File: src/hw/rtl/ulcpa_pkg.sv
// Package: shared constants, types and the DFT length table for the PRB allocator.
`timescale 1ns / 1ps

package ulcpa_pkg;

  localparam int MAX_PRB_DEF = 100;
  localparam int FLD_W       = 7;
  localparam int POS_W       = 8;

  localparam logic [FLD_W-1:0] ACTIVE_PRBS_RST = 7'd100;
  localparam logic [POS_W-1:0] EDGE_GUARD      = 8'd3;

  localparam logic [1:0] ACT_CLEAR   = 2'd0;
  localparam logic [1:0] ACT_RESERVE = 2'd1;
  localparam logic [1:0] ACT_RETX    = 2'd2;
  localparam logic [1:0] ACT_NEW     = 2'd3;

  localparam logic [1:0] ST_GRANTED = 2'd0;
  localparam logic [1:0] ST_NOSPACE = 2'd1;
  localparam logic [1:0] ST_CLEARED = 2'd2;

  typedef struct packed {
    logic             clear;
    logic             set;
    logic [POS_W-1:0] pos;
  } map_cmd_t;

  // bit n set when n = 2^a * 3^b * 5^c
  function automatic logic [127:0] dft_mask_f();
    logic [127:0] mask;
    int           m;
    mask = '0;
    for (int n = 1; n < 128; n++) begin
      m = n;
      for (int k = 0; k < 7; k++) if (m % 2 == 0) m = m / 2;
      for (int k = 0; k < 5; k++) if (m % 3 == 0) m = m / 3;
      for (int k = 0; k < 4; k++) if (m % 5 == 0) m = m / 5;
      mask[n] = (m == 1);
    end
    return mask;
  endfunction

  localparam logic [127:0] DFT_MASK = dft_mask_f();

endpackage

File: src/hw/rtl/ulcpa_map.sv
// Used-block bitmap: one bit per resource block, single read/set port, whole-map clear.
`timescale 1ns / 1ps

module ulcpa_map #(
  parameter int MAX_PRB = ulcpa_pkg::MAX_PRB_DEF
) (
  input  logic                clk,
  input  logic                rst,
  input  ulcpa_pkg::map_cmd_t cmd,
  output logic                rd_used
);
  import ulcpa_pkg::*;

  localparam int IDX_W = $clog2(MAX_PRB);

  logic [MAX_PRB-1:0] used_map;
  logic [IDX_W-1:0]   idx;
  logic               in_range;

  assign idx      = cmd.pos[IDX_W-1:0];
  assign in_range = (cmd.pos < POS_W'(MAX_PRB));
  assign rd_used  = in_range ? used_map[idx] : 1'b1;

  always_ff @(posedge clk) begin
    if (rst || cmd.clear) begin
      used_map <= '0;
    end else if (cmd.set && in_range) begin
      used_map[idx] <= 1'b1;
    end
  end

endmodule

File: src/hw/rtl/ulcpa_seq.sv
// Sequencer: range check, run search, DFT trim and marking, one block per cycle.
`timescale 1ns / 1ps

module ulcpa_seq (
  input  logic                        clk,
  input  logic                        rst,
  input  logic                        start,
  input  logic [1:0]                  action,
  input  logic [ulcpa_pkg::FLD_W-1:0] range_start,
  input  logic [ulcpa_pkg::FLD_W-1:0] range_length,
  input  logic [ulcpa_pkg::POS_W-1:0] size,
  input  logic                        rd_used,
  output ulcpa_pkg::map_cmd_t         cmd,
  output logic                        busy,
  output logic                        done,
  output logic [1:0]                  status,
  output logic [ulcpa_pkg::FLD_W-1:0] grant_start,
  output logic [ulcpa_pkg::FLD_W-1:0] grant_length
);
  import ulcpa_pkg::*;

  typedef enum logic [4:0] {
    S_IDLE   = 5'b00001,
    S_CHECK  = 5'b00010,
    S_SEARCH = 5'b00100,
    S_TRIM   = 5'b01000,
    S_MARK   = 5'b10000
  } state_t;

  state_t           state, state_next;
  logic [POS_W-1:0] pos, pos_next;
  logic [POS_W-1:0] end_pos, end_pos_next;
  logic [FLD_W-1:0] run_start, run_start_next;
  logic [FLD_W-1:0] run_len, run_len_next;
  logic [FLD_W-1:0] want, want_next;
  logic [FLD_W-1:0] rstart, rstart_next;
  logic [1:0]       act, act_next;

  logic             fin;
  logic [1:0]       fin_st;
  logic [FLD_W-1:0] fin_start, fin_len;
  logic [POS_W-1:0] span;

  assign span = {1'b0, range_start} + {1'b0, range_length};
  assign busy = (state != S_IDLE);

  always_comb begin
    state_next     = state;
    pos_next       = pos;
    end_pos_next   = end_pos;
    run_start_next = run_start;
    run_len_next   = run_len;
    want_next      = want;
    rstart_next    = rstart;
    act_next       = act;
    fin            = 1'b0;
    fin_st         = ST_NOSPACE;
    fin_start      = '0;
    fin_len        = '0;
    cmd            = '0;
    cmd.pos        = pos;
    case (state)
      S_IDLE: begin
        if (start) begin
          act_next       = action;
          want_next      = range_length;
          rstart_next    = range_start;
          run_len_next   = '0;
          run_start_next = '0;
          pos_next       = '0;
          if (action == ACT_CLEAR) begin
            cmd.clear = 1'b1;
            fin       = 1'b1;
            fin_st    = ST_CLEARED;
          end else if (range_length == '0) begin
            fin = 1'b1;
          end else if (action == ACT_NEW) begin
            state_next = S_SEARCH;
          end else if (span > size) begin
            if (action == ACT_RESERVE) fin = 1'b1;
            else state_next = S_SEARCH;
          end else begin
            pos_next     = {1'b0, range_start};
            end_pos_next = span;
            state_next   = S_CHECK;
          end
        end
      end
      S_CHECK: begin
        if (pos == end_pos) begin
          run_start_next = rstart;
          run_len_next   = want;
          pos_next       = {1'b0, rstart};
          state_next     = S_MARK;
        end else if (rd_used) begin
          if (act == ACT_RESERVE) begin
            fin = 1'b1;
          end else begin
            pos_next   = '0;
            state_next = S_SEARCH;
          end
        end else begin
          pos_next = pos + POS_W'(1);
        end
      end
      S_SEARCH: begin
        if (pos >= size || run_len >= want) begin
          state_next = S_TRIM;
        end else if (!rd_used) begin
          if (run_len == '0) run_start_next = pos[FLD_W-1:0];
          run_len_next = run_len + FLD_W'(1);
          pos_next     = pos + POS_W'(1);
        end else if (run_len != '0) begin
          if (pos < EDGE_GUARD) begin
            run_len_next   = '0;
            run_start_next = '0;
            pos_next       = pos + POS_W'(1);
          end else begin
            state_next = S_TRIM;
          end
        end else begin
          pos_next = pos + POS_W'(1);
        end
      end
      S_TRIM: begin
        if (run_len == '0) begin
          fin = 1'b1;
        end else if (!DFT_MASK[run_len]) begin
          run_len_next = run_len - FLD_W'(1);
        end else if (act == ACT_RETX && run_len != want) begin
          fin = 1'b1;
        end else begin
          pos_next     = {1'b0, run_start};
          end_pos_next = {1'b0, run_start} + {1'b0, run_len};
          state_next   = S_MARK;
        end
      end
      S_MARK: begin
        if (pos == end_pos) begin
          fin       = 1'b1;
          fin_st    = ST_GRANTED;
          fin_start = run_start;
          fin_len   = run_len;
        end else begin
          cmd.set  = 1'b1;
          pos_next = pos + POS_W'(1);
        end
      end
      default: begin
        state_next = S_IDLE;
      end
    endcase
    if (fin) state_next = S_IDLE;
  end

  always_ff @(posedge clk) begin
    if (rst) begin
      state <= S_IDLE;
      done  <= 1'b0;
    end else begin
      state <= state_next;
      done  <= fin;
    end
  end

  always_ff @(posedge clk) begin
    pos       <= pos_next;
    end_pos   <= end_pos_next;
    run_start <= run_start_next;
    run_len   <= run_len_next;
    want      <= want_next;
    rstart    <= rstart_next;
    act       <= act_next;
    if (fin) begin
      status       <= fin_st;
      grant_start  <= fin_start;
      grant_length <= fin_len;
    end
  end

endmodule

File: src/hw/rtl/ul_contiguous_prb_allocator.sv
// Top level: uplink contiguous PRB allocator with carrier-size register.
// Clear and zero-length requests finish from idle; a reserve checks each block
// of its range, then marks it; a search scans for a free run and trims it before marking.
// One block of the map is read or set per cycle; busy stays high until the result.
// Throughput: one item at a time, next item accepted in the cycle of the done strobe.
// Reset (sync, active high): map all free, active_prbs 100, idle; done cannot be stalled.
`timescale 1ns / 1ps

module ul_contiguous_prb_allocator #(
  parameter int MAX_PRB = ulcpa_pkg::MAX_PRB_DEF
) (
  input  logic                        clk,
  input  logic                        rst,
  input  logic                        cfg_we,
  input  logic [ulcpa_pkg::FLD_W-1:0] cfg_wdata,
  input  logic                        start,
  input  logic [1:0]                  action,
  input  logic [ulcpa_pkg::FLD_W-1:0] range_start,
  input  logic [ulcpa_pkg::FLD_W-1:0] range_length,
  output logic                        busy,
  output logic                        done,
  output logic [1:0]                  status,
  output logic [ulcpa_pkg::FLD_W-1:0] grant_start,
  output logic [ulcpa_pkg::FLD_W-1:0] grant_length
);
  import ulcpa_pkg::*;

  logic [FLD_W-1:0] active_prbs;
  logic [POS_W-1:0] size;
  map_cmd_t         cmd;
  logic             rd_used;

  always_ff @(posedge clk) begin
    if (rst) begin
      active_prbs <= ACTIVE_PRBS_RST;
    end else if (cfg_we) begin
      active_prbs <= cfg_wdata;
    end
  end

  assign size = ({1'b0, active_prbs} > POS_W'(MAX_PRB)) ? POS_W'(MAX_PRB)
                                                        : {1'b0, active_prbs};

  ulcpa_map #(
    .MAX_PRB(MAX_PRB)
  ) u_map (
    .clk     (clk),
    .rst     (rst),
    .cmd     (cmd),
    .rd_used (rd_used)
  );

  ulcpa_seq u_seq (
    .clk          (clk),
    .rst          (rst),
    .start        (start),
    .action       (action),
    .range_start  (range_start),
    .range_length (range_length),
    .size         (size),
    .rd_used      (rd_used),
    .cmd          (cmd),
    .busy         (busy),
    .done         (done),
    .status       (status),
    .grant_start  (grant_start),
    .grant_length (grant_length)
  );

endmodule

File: config.mk
export PLATFORM = sky130hd
export DESIGN_NAME = ul_contiguous_prb_allocator
export DESIGN_NICKNAME = d
export VERILOG_FILES = /design/src/hw/rtl/ulcpa_pkg.sv /design/src/hw/rtl/ulcpa_map.sv /design/src/hw/rtl/ulcpa_seq.sv /design/src/hw/rtl/ul_contiguous_prb_allocator.sv
export SDC_FILE = /design/constraint.sdc
export NUM_CORES = 1
export LEC_CHECK = 0
export BUFFER_PORTS_ARGS = -buffer_cell sky130_fd_sc_hd__buf_2
export CAP_MARGIN = 30
export CORE_MARGIN = 8
export CORE_UTILIZATION = 30
export CTS_BUF_LIST = sky130_fd_sc_hd__clkbuf_4 sky130_fd_sc_hd__clkbuf_8 sky130_fd_sc_hd__clkbuf_16
export CTS_CLUSTER_DIAMETER = 60
export DETAILED_ROUTE_END_ITERATION = 12
export HOLD_SLACK_MARGIN = 0.02
export SYNTH_ARGS = -nofsm -noshare
export SYNTH_HDL_FRONTEND = slang
export SYNTH_HIERARCHICAL = 1
export SYNTH_SLANG_ARGS = --single-unit
File: constraint.sdc
create_clock -name clk -period 5.1 [get_ports clk]
set_input_delay 0.255 -clock clk [delete_from_list [all_inputs] [get_ports clk]]
set_output_delay 0.255 -clock clk [all_outputs]
set_load 0.005 [all_outputs]
==> results.txt, run 1 <==
Final worst slack -> 0.326 ns
Layout Skew -> 0.0153 ns
Worst Max-Slew Pin Slew -> 1.10 ns
Global-route wire length before repair -> 42600 µm
Most frequent cells in the layout -> 157 x nor2_1, 132 x a21oi_1, 114 x dfxtp_1
Area of the multi-input gates -> 0.00491 mm²
IO Count -> 45
All-Layer GR Usage -> 14.0%
Synth top area share -> 24.1%
Status -> completed
Final wirelength -> 26600 µm
Critical Path AT -> 5.13 ns
Vias/cell -> 5.36
Largest family of logic cells by synthesized area -> simple AND/OR/NAND/NOR gates
Syn Inst Count -> 1001
Number of global-route vias before repair -> 7705
Worst path max stage delay -> 0.70 ns
Period Utilization, post-route -> 93.6%
Peak supply drop -> 286 µV
DRT Pass-1 Iters -> 5
Synth Area in Adders -> 6.50%
CP dominant cell by count -> a21oi_1
Final net count -> 1122
Multiplexer share of the synthesized area -> 7.44%
Initial DRC count -> 719
Chip width -> 194 µm
N_diodes -> 0
Endpoints failing hold -> 0
Post-synth ARST share -> 0%
Resized cells post-CTS -> 0
Initial Utilization -> 30.2%
Hold Path Class -> in -> reg
CP Cell Sequence -> nor2b_1 > a22oi_1 > a31oi_1 > a21oi_1 > o221ai_1 > or4_1 > o211ai_1 > and4bb_4 > nand2_4 > clkinv_4 > buf_4 > a21oi_1 > ha_1 > inv_1 > mux2_1 > o211a_1 > a32oi_1
Slowest cell on crit path -> edfxtp_1
Power Density -> 524 mW/mm²
Row cnt -> 65
Min Tclk post-route -> 4.77 ns
Routed Antenna Nets -> 0
CTS Sinks -> 176
DR vias -> 7832
H-tree depth -> 4
Die extent in y -> 194 µm
Sequential cell area -> 0.00414 mm²
Synthesized-area fraction occupied by and/or/nand/nor cells -> 17.8%
Core Footprint -> 0.0313 mm²
P_leak -> 4.27 nW
Final Wtd Congestion -> 0.856
Worst EP required -> 5.46 ns
Die area -> 0.0375 mm²
Main synth FF type -> dfxtp_1
Largest net degree at the start of global routing -> 46
Post-DR wirelength/cell -> 18.2 µm
Post-Syn Area -> 0.00946 mm²
CTS buffer count -> 17
Fmax -> 209 MHz
Post-DP Area -> 0.0102 mm²
CP endpoint kind -> flip-flop
Filler Cells Inserted -> 3146
Post-synthesis xor/xnor area fraction -> 2.96%
Compound-gate portion of the synthesized area -> 17.1%
Setup violators final -> 0
Initial antenna violation count -> 0
# DRC -> 0
Number of port buffers -> 44
Slew Limit Fails -> 0
Crit start category -> flip-flop
Largest area contributor in the netlist -> dfxtp_1
Crit Path Max Fanout -> 16
Largest cells by area after synthesis -> dfxtp_1 24%, edfxtp_1 20%, a21oi_1 7.0%
Clock Pin Slew Worst Setup and Hold Paths -> 0.07 ns
Synth Register Bits -> 176
Register area share after synthesis -> 43.8%
Post-synth EDFFs -> 62
Max-Cap Viols -> 0
Area grow syn2layout -> 14.7%
Synth cell types -> 85
CTS max path bufs -> 2
Grt total ovfl -> 0
RSZ-0062 raised after global routing -> false
Clk root buf -> clkbuf_16
Worst-skew pair later-pin latency -> 0.44 ns
Slew HR -> 26.3%
Share of layout cells above drive strength 1 -> 14.1%
Most common cell after layout, fill and taps aside -> nor2_1
Setup Slack @ Placement -> 0.217 ns
CTS tree -> done
Post-route cell area -> 0.0109 mm²
Yosys Warn Count -> 6
Avg Cell Area, Syn -> 9.45 µm²
Crit Path Class -> reg -> reg
Syn_nets -> 1076
Setup_tns -> 0 ns
DPL Wire Length -> 19000 µm
state kept, by name (all words and copies together), names as in the netlist, named ones only:
signal              count
active_prbs             7
u_map/used_map        100
u_seq/act               2
u_seq/done              1
u_seq/end_pos           8
u_seq/grant_length      7
u_seq/grant_start       7
u_seq/pos               8
u_seq/rstart            7
u_seq/run_len           7
u_seq/run_start         7
u_seq/state             5
u_seq/status            2
u_seq/want              7
synthesized netlist by cell type (6+ instances only):
cell and instances:
nor2_1 157, a21oi_1 132, dfxtp_1 114, edfxtp_1 62, nand2_1 55, ha_1 46, inv_1 38, clkbuf_1 31
o21ai_0 26, mux2i_1 25, nand3_1 23, and2_1 19, nor3_1 18, xnor2_1 16, xor2_1 16, a21o_1 13
nor2b_1 13, nor4_1 13, buf_2 11, mux4_2 11, a22o_1 8, a31oi_1 8, nand2b_1 8, a22oi_1 7
and3_1 6, mux4_1 6, o221ai_1 6
path summary, 6_finish.rpt:
kind | start | to | slack [ns] | cells past startpoint
min reg2reg | u_map/used_map[97]$_SDFFE_PP0P_ | u_map/used_map[97]$_SDFFE_PP0P_ | 0.47 | 2
max reg2reg | u_seq/pos[3]$_DFFE_PP_ | flip-flop | 0.33 | 17
max | u_seq/pos[3]$_DFFE_PP_ | flip-flop | 0.33 | 17
min | range_length[3] | u_seq/want[3]$_DFFE_PP_ | 0.05 | 1
area by class of cell:
type                    count  share of cell area [%]
clock inverters            12                    1.23
flip-flops and latches    176                    38.2
repair buffers             81                    4.89
clock buffers              20                    4.40
inverters                  39                    1.39
multi-input cells         732                    45.3
well taps                 402                    4.63
repair_timing:
action | 4_1_cts | 5_1_grt
hold buffers | 3 | 0
setup buffers | 0 | 3
endpoints found under the setup margin | 0 | 1
endpoints found under the hold margin | 3 | 0
worst max-delay path, delay by kind of cell, from the launching register on:
family          cells  cell delay (ns)
compound gates      8             1.70
fa+ha+maj           1             0.30
buf+inv             3             0.44
flops               1             0.70
mux                 1             0.30
simple gates        4             1.24
metal layers:
layer	vias to the layer above	global-route usage, %	share of wire [%]
li1	3713	-	-
met2	263	23.0	47
met4	0	5.44	2.5
met1	3810	18.1	45
met5	-	0	0
met3	46	2.55	5.4
kinds of logic after synthesis:
group	count (synthesis)
and+or+nand+nor	350
DFF	176
buffers and inverters	93
other	1
AOI/OAI and AO/OA	255
xor gates and xnor gates	32
adders and majority gates	48
muxes	46
through the flow:
| step | power [mW] | hold slack [ns] | util (%) | std cells |
|---|---|---|---|---|
| after detailed placement | 4.31 | 0.450 | 32.5 | 1424 |
| after floorplan | 3.62 | 0.327 | - | 1001 |
| after CTS | 5.67 | 0.0292 | 34.6 | 1459 |
| final | 5.69 | 0.0493 | 34.7 | 1462 |
| after global routing | 6.03 | 0.0387 | 34.7 | 1462 |
| after global placement | 4.28 | 0.442 | 32.5 | 1422 |
power breakdown:
group | total (mW) | internal (mW) | switching (mW)
sequential | 1.95 | 1.70 | 0.253
clock | 1.34 | 0.711 | 0.626
combinational | 2.40 | 0.919 | 1.48
No activity file was read; power rests on OpenSTA's default activity.
==> run 2: changes to the inputs <==
--- a/config.mk
+++ b/config.mk
@@ -5,6 +5,7 @@
 export SDC_FILE = /design/constraint.sdc
 export NUM_CORES = 1
 export LEC_CHECK = 0
+export ABC_AREA = 1
 export BUFFER_PORTS_ARGS = -buffer_cell sky130_fd_sc_hd__buf_2
 export CAP_MARGIN = 30
 export CORE_MARGIN = 8
==> run 2 against run 1 <==
Compared with the run above: largest cell class unchanged; total power rose by 5.7%; final cell count rose by 28%; via count rose by 14%; highest routed layer unchanged.
==> results.txt, run 2 <==
Crit Path Max Fanout -> 48
Vias/cell -> 4.76
Period Utilization, post-route -> 82.5%
Worst EP required -> 5.47 ns
Critical Path AT -> 4.58 ns
# DRC -> 0
Yosys Warn Count -> 6
Final Non-Filler Cells -> 1870
Top flop regs -> u_map/used_map x100, u_seq/end_pos x8, u_seq/pos x8
Row cnt -> 66
Die area -> 0.0393 mm²
Number of port buffers -> 44
Filler Cells Inserted -> 3463
Synth top cells by count -> 364 x nand2_1, 197 x inv_1, 138 x nor2_1, 137 x a21oi_1, 114 x dfxtp_1
Post-DR wirelength/cell -> 14.5 µm
Most frequent cell after synthesis -> nand2_1
Synth top area share -> 22.9%
Clk root buf -> clkbuf_16
Post-synth ARST share -> 0%
Core Footprint -> 0.0326 mm²
Die extent in y -> 198 µm
Syn_nets -> 1454
Synth cell types -> 52
Initial DRC count -> 589
Global-route wire length before repair -> 44700 µm
CTS tree -> done
Fmax -> 238 MHz
DRT Pass-1 Iters -> 5
Register area share after synthesis -> 41.6%
Largest area contributor in the netlist -> dfxtp_1
Worst Max-Slew Pin Slew -> 1.05 ns
Main synth FF type -> dfxtp_1
N_diodes -> 0
CTS max path bufs -> 2
Final Util -> 34.7%
Chip width -> 198 µm
Clock Pin Slew Worst Setup and Hold Paths -> 0.08 ns
Synth Register Bits -> 176
All-Layer GR Usage -> 14.0%
Hold Path Class -> in -> reg
Min Tclk post-route -> 4.21 ns
Setup_tns -> 0 ns
H-tree depth -> 4
Initial Utilization -> 30.5%
IO Count -> 45
Initial antenna violation count -> 0
Setup violators final -> 0
Crit start category -> flip-flop
Grt total ovfl -> 0
Placed cells -> 1837
Avg Cell Area, Syn -> 7.22 µm²
CTS buffer count -> 17
Number of global-route vias before repair -> 8889
CTS Sinks -> 176
Area grow syn2layout -> 13.8%
Most frequent cells in the layout -> 364 x nand2_1, 197 x inv_1, 138 x nor2_1
CP endpoint kind -> flip-flop
Endpoints failing hold -> 0
Power Density -> 531 mW/mm²
Largest cells by area after synthesis -> dfxtp_1 23%, edfxtp_1 19%, nand2_1 14%
Max FFs per register -> 100
Slew Limit Fails -> 0
Syn Inst Count -> 1379
Status -> completed
Final net count -> 1490
DR vias -> 8896
Most common cell after layout, fill and taps aside -> nand2_1
Slew HR -> 29.9%
Post-Syn Area -> 0.00996 mm²
Total power -> 6.01 mW
Final wirelength -> 27000 µm
Max-Cap Viols -> 0
Crit Path Class -> reg -> reg
RSZ-0062 raised after global routing -> false
Worst-skew pair later-pin latency -> 0.43 ns
Most flops, register -> u_map/used_map
Final Wtd Congestion -> 0.908
Share of layout cells above drive strength 1 -> 10.6%
Post-synth EDFFs -> 62
P_leak -> 4.84 nW
Largest net degree at the start of global routing -> 66
Peak supply drop -> 270 µV
Routed Antenna Nets -> 0
DPL Wire Length -> 19600 µm
Layout Skew -> 0.0170 ns
Setup repair bufs after CTS -> 0
## run 2: cell count changes after synthesis, moves of 13 or more
cell | previous run | this run
nand2_1 | 55 | 364
inv_1 | 38 | 197
nand3_1 | 23 | 93
mux2i_1 | 25 | 0
nor2_1 | 157 | 138
and2_1 | 19 | 2
inv_2 | 0 | 17
a21o_1 | 13 | 0
nor2b_1 | 13 | 0
## run 2: critical path: stages (launching register included)
cell and delay (ns):
edfxtp_1 0.41, inv_2 0.68, nand2_1 0.13, nand3_1 0.10
nand2_1 0.05, nor2_1 0.14, nor2_1 0.05, nor2_1 0.15
nand2_1 0.08, a21oi_1 0.12, nand2_1 0.21, nand2_1 0.19
nor2_1 0.09, a21oi_1 0.18, nand3_2 0.28, o21ai_2 0.31
ha_1 0.26, nand3_1 0.15, a21oi_1 0.15, nand2_1 0.06
a21oi_1 0.19, nor2_1 0.07, nor2_1 0.07
## run 2: timing repair
action,CTS,global route
endpoints found under the hold margin,1,0
hold buffers,1,0
resized for setup,0,0
## run 2: final cells by class
| cell class | count | area, µm² | share of cell area (%) |
|---|---|---|---|
| Tap cell | 442 | 553 | 4.88 |
| Clock buffer | 17 | 425 | 3.75 |
| Clock inverter | 15 | 220 | 1.94 |
| Sequential cell | 176 | 4140 | 36.6 |
| Inverter | 215 | 807 | 7.12 |
| Timing Repair Buffer | 62 | 385 | 3.40 |
| Multi-Input combinational cell | 943 | 4800 | 42.3 |
## run 2: final timing paths
path	from	to	slack (ns)	cells after the start
setup / recovery	u_seq/pos[0]$_DFFE_PP_	flip-flop	0.89	22
hold / removal	cfg_wdata[5]	active_prbs[5]$_SDFFE_PP1P_	0.04	3
setup reg to reg	u_seq/pos[0]$_DFFE_PP_	flip-flop	0.89	22
hold reg to reg	u_map/used_map[19]$_SDFFE_PP0P_	u_map/used_map[19]$_SDFFE_PP0P_	0.46	2
## run 2: where the power goes
| part | internal (mW) | total (mW) | switching [mW] | leakage, nW |
|---|---|---|---|---|
| combinational | 0.842 | 2.67 | 1.83 | 3.01 |
| clock | 0.690 | 1.38 | 0.689 | 0.309 |
| sequential | 1.72 | 1.97 | 0.246 | 1.52 |
## run 2: kinds of logic after synthesis
group / Yosys count / share of synthesized area [%]
buf+inv: 260 / 10.3
other cells: 1 / 0.0376
flops: 176 / 41.6
fa+ha+maj: 48 / 6.18
xor+xnor: 16 / 1.41
compound gates: 216 / 11.7
simple gates: 662 / 28.8
## run 2: routing by layer
metal  track usage (%)  share of wire [%]  up-vias
met5                 0                  0        -
met4              5.59                3.0        0
met3              2.09                4.7       44
met2              23.7                 47      251
met1              17.6                 45     4108
li1                  -                  -     4493
## run 2: through the flow
| step | setup WS, ns | hold slack [ns] | area (µm²) |
|---|---|---|---|
| after floorplan | 1.76 | 0.324 | 9960 |
| after global placement | 0.935 | 0.441 | 10600 |
| after detailed placement | 0.895 | 0.447 | 10700 |
| after CTS | 0.867 | 0.0229 | 11300 |
| after global routing | 0.301 | 0.0241 | 11300 |
| final | 0.890 | 0.0355 | 11300 |
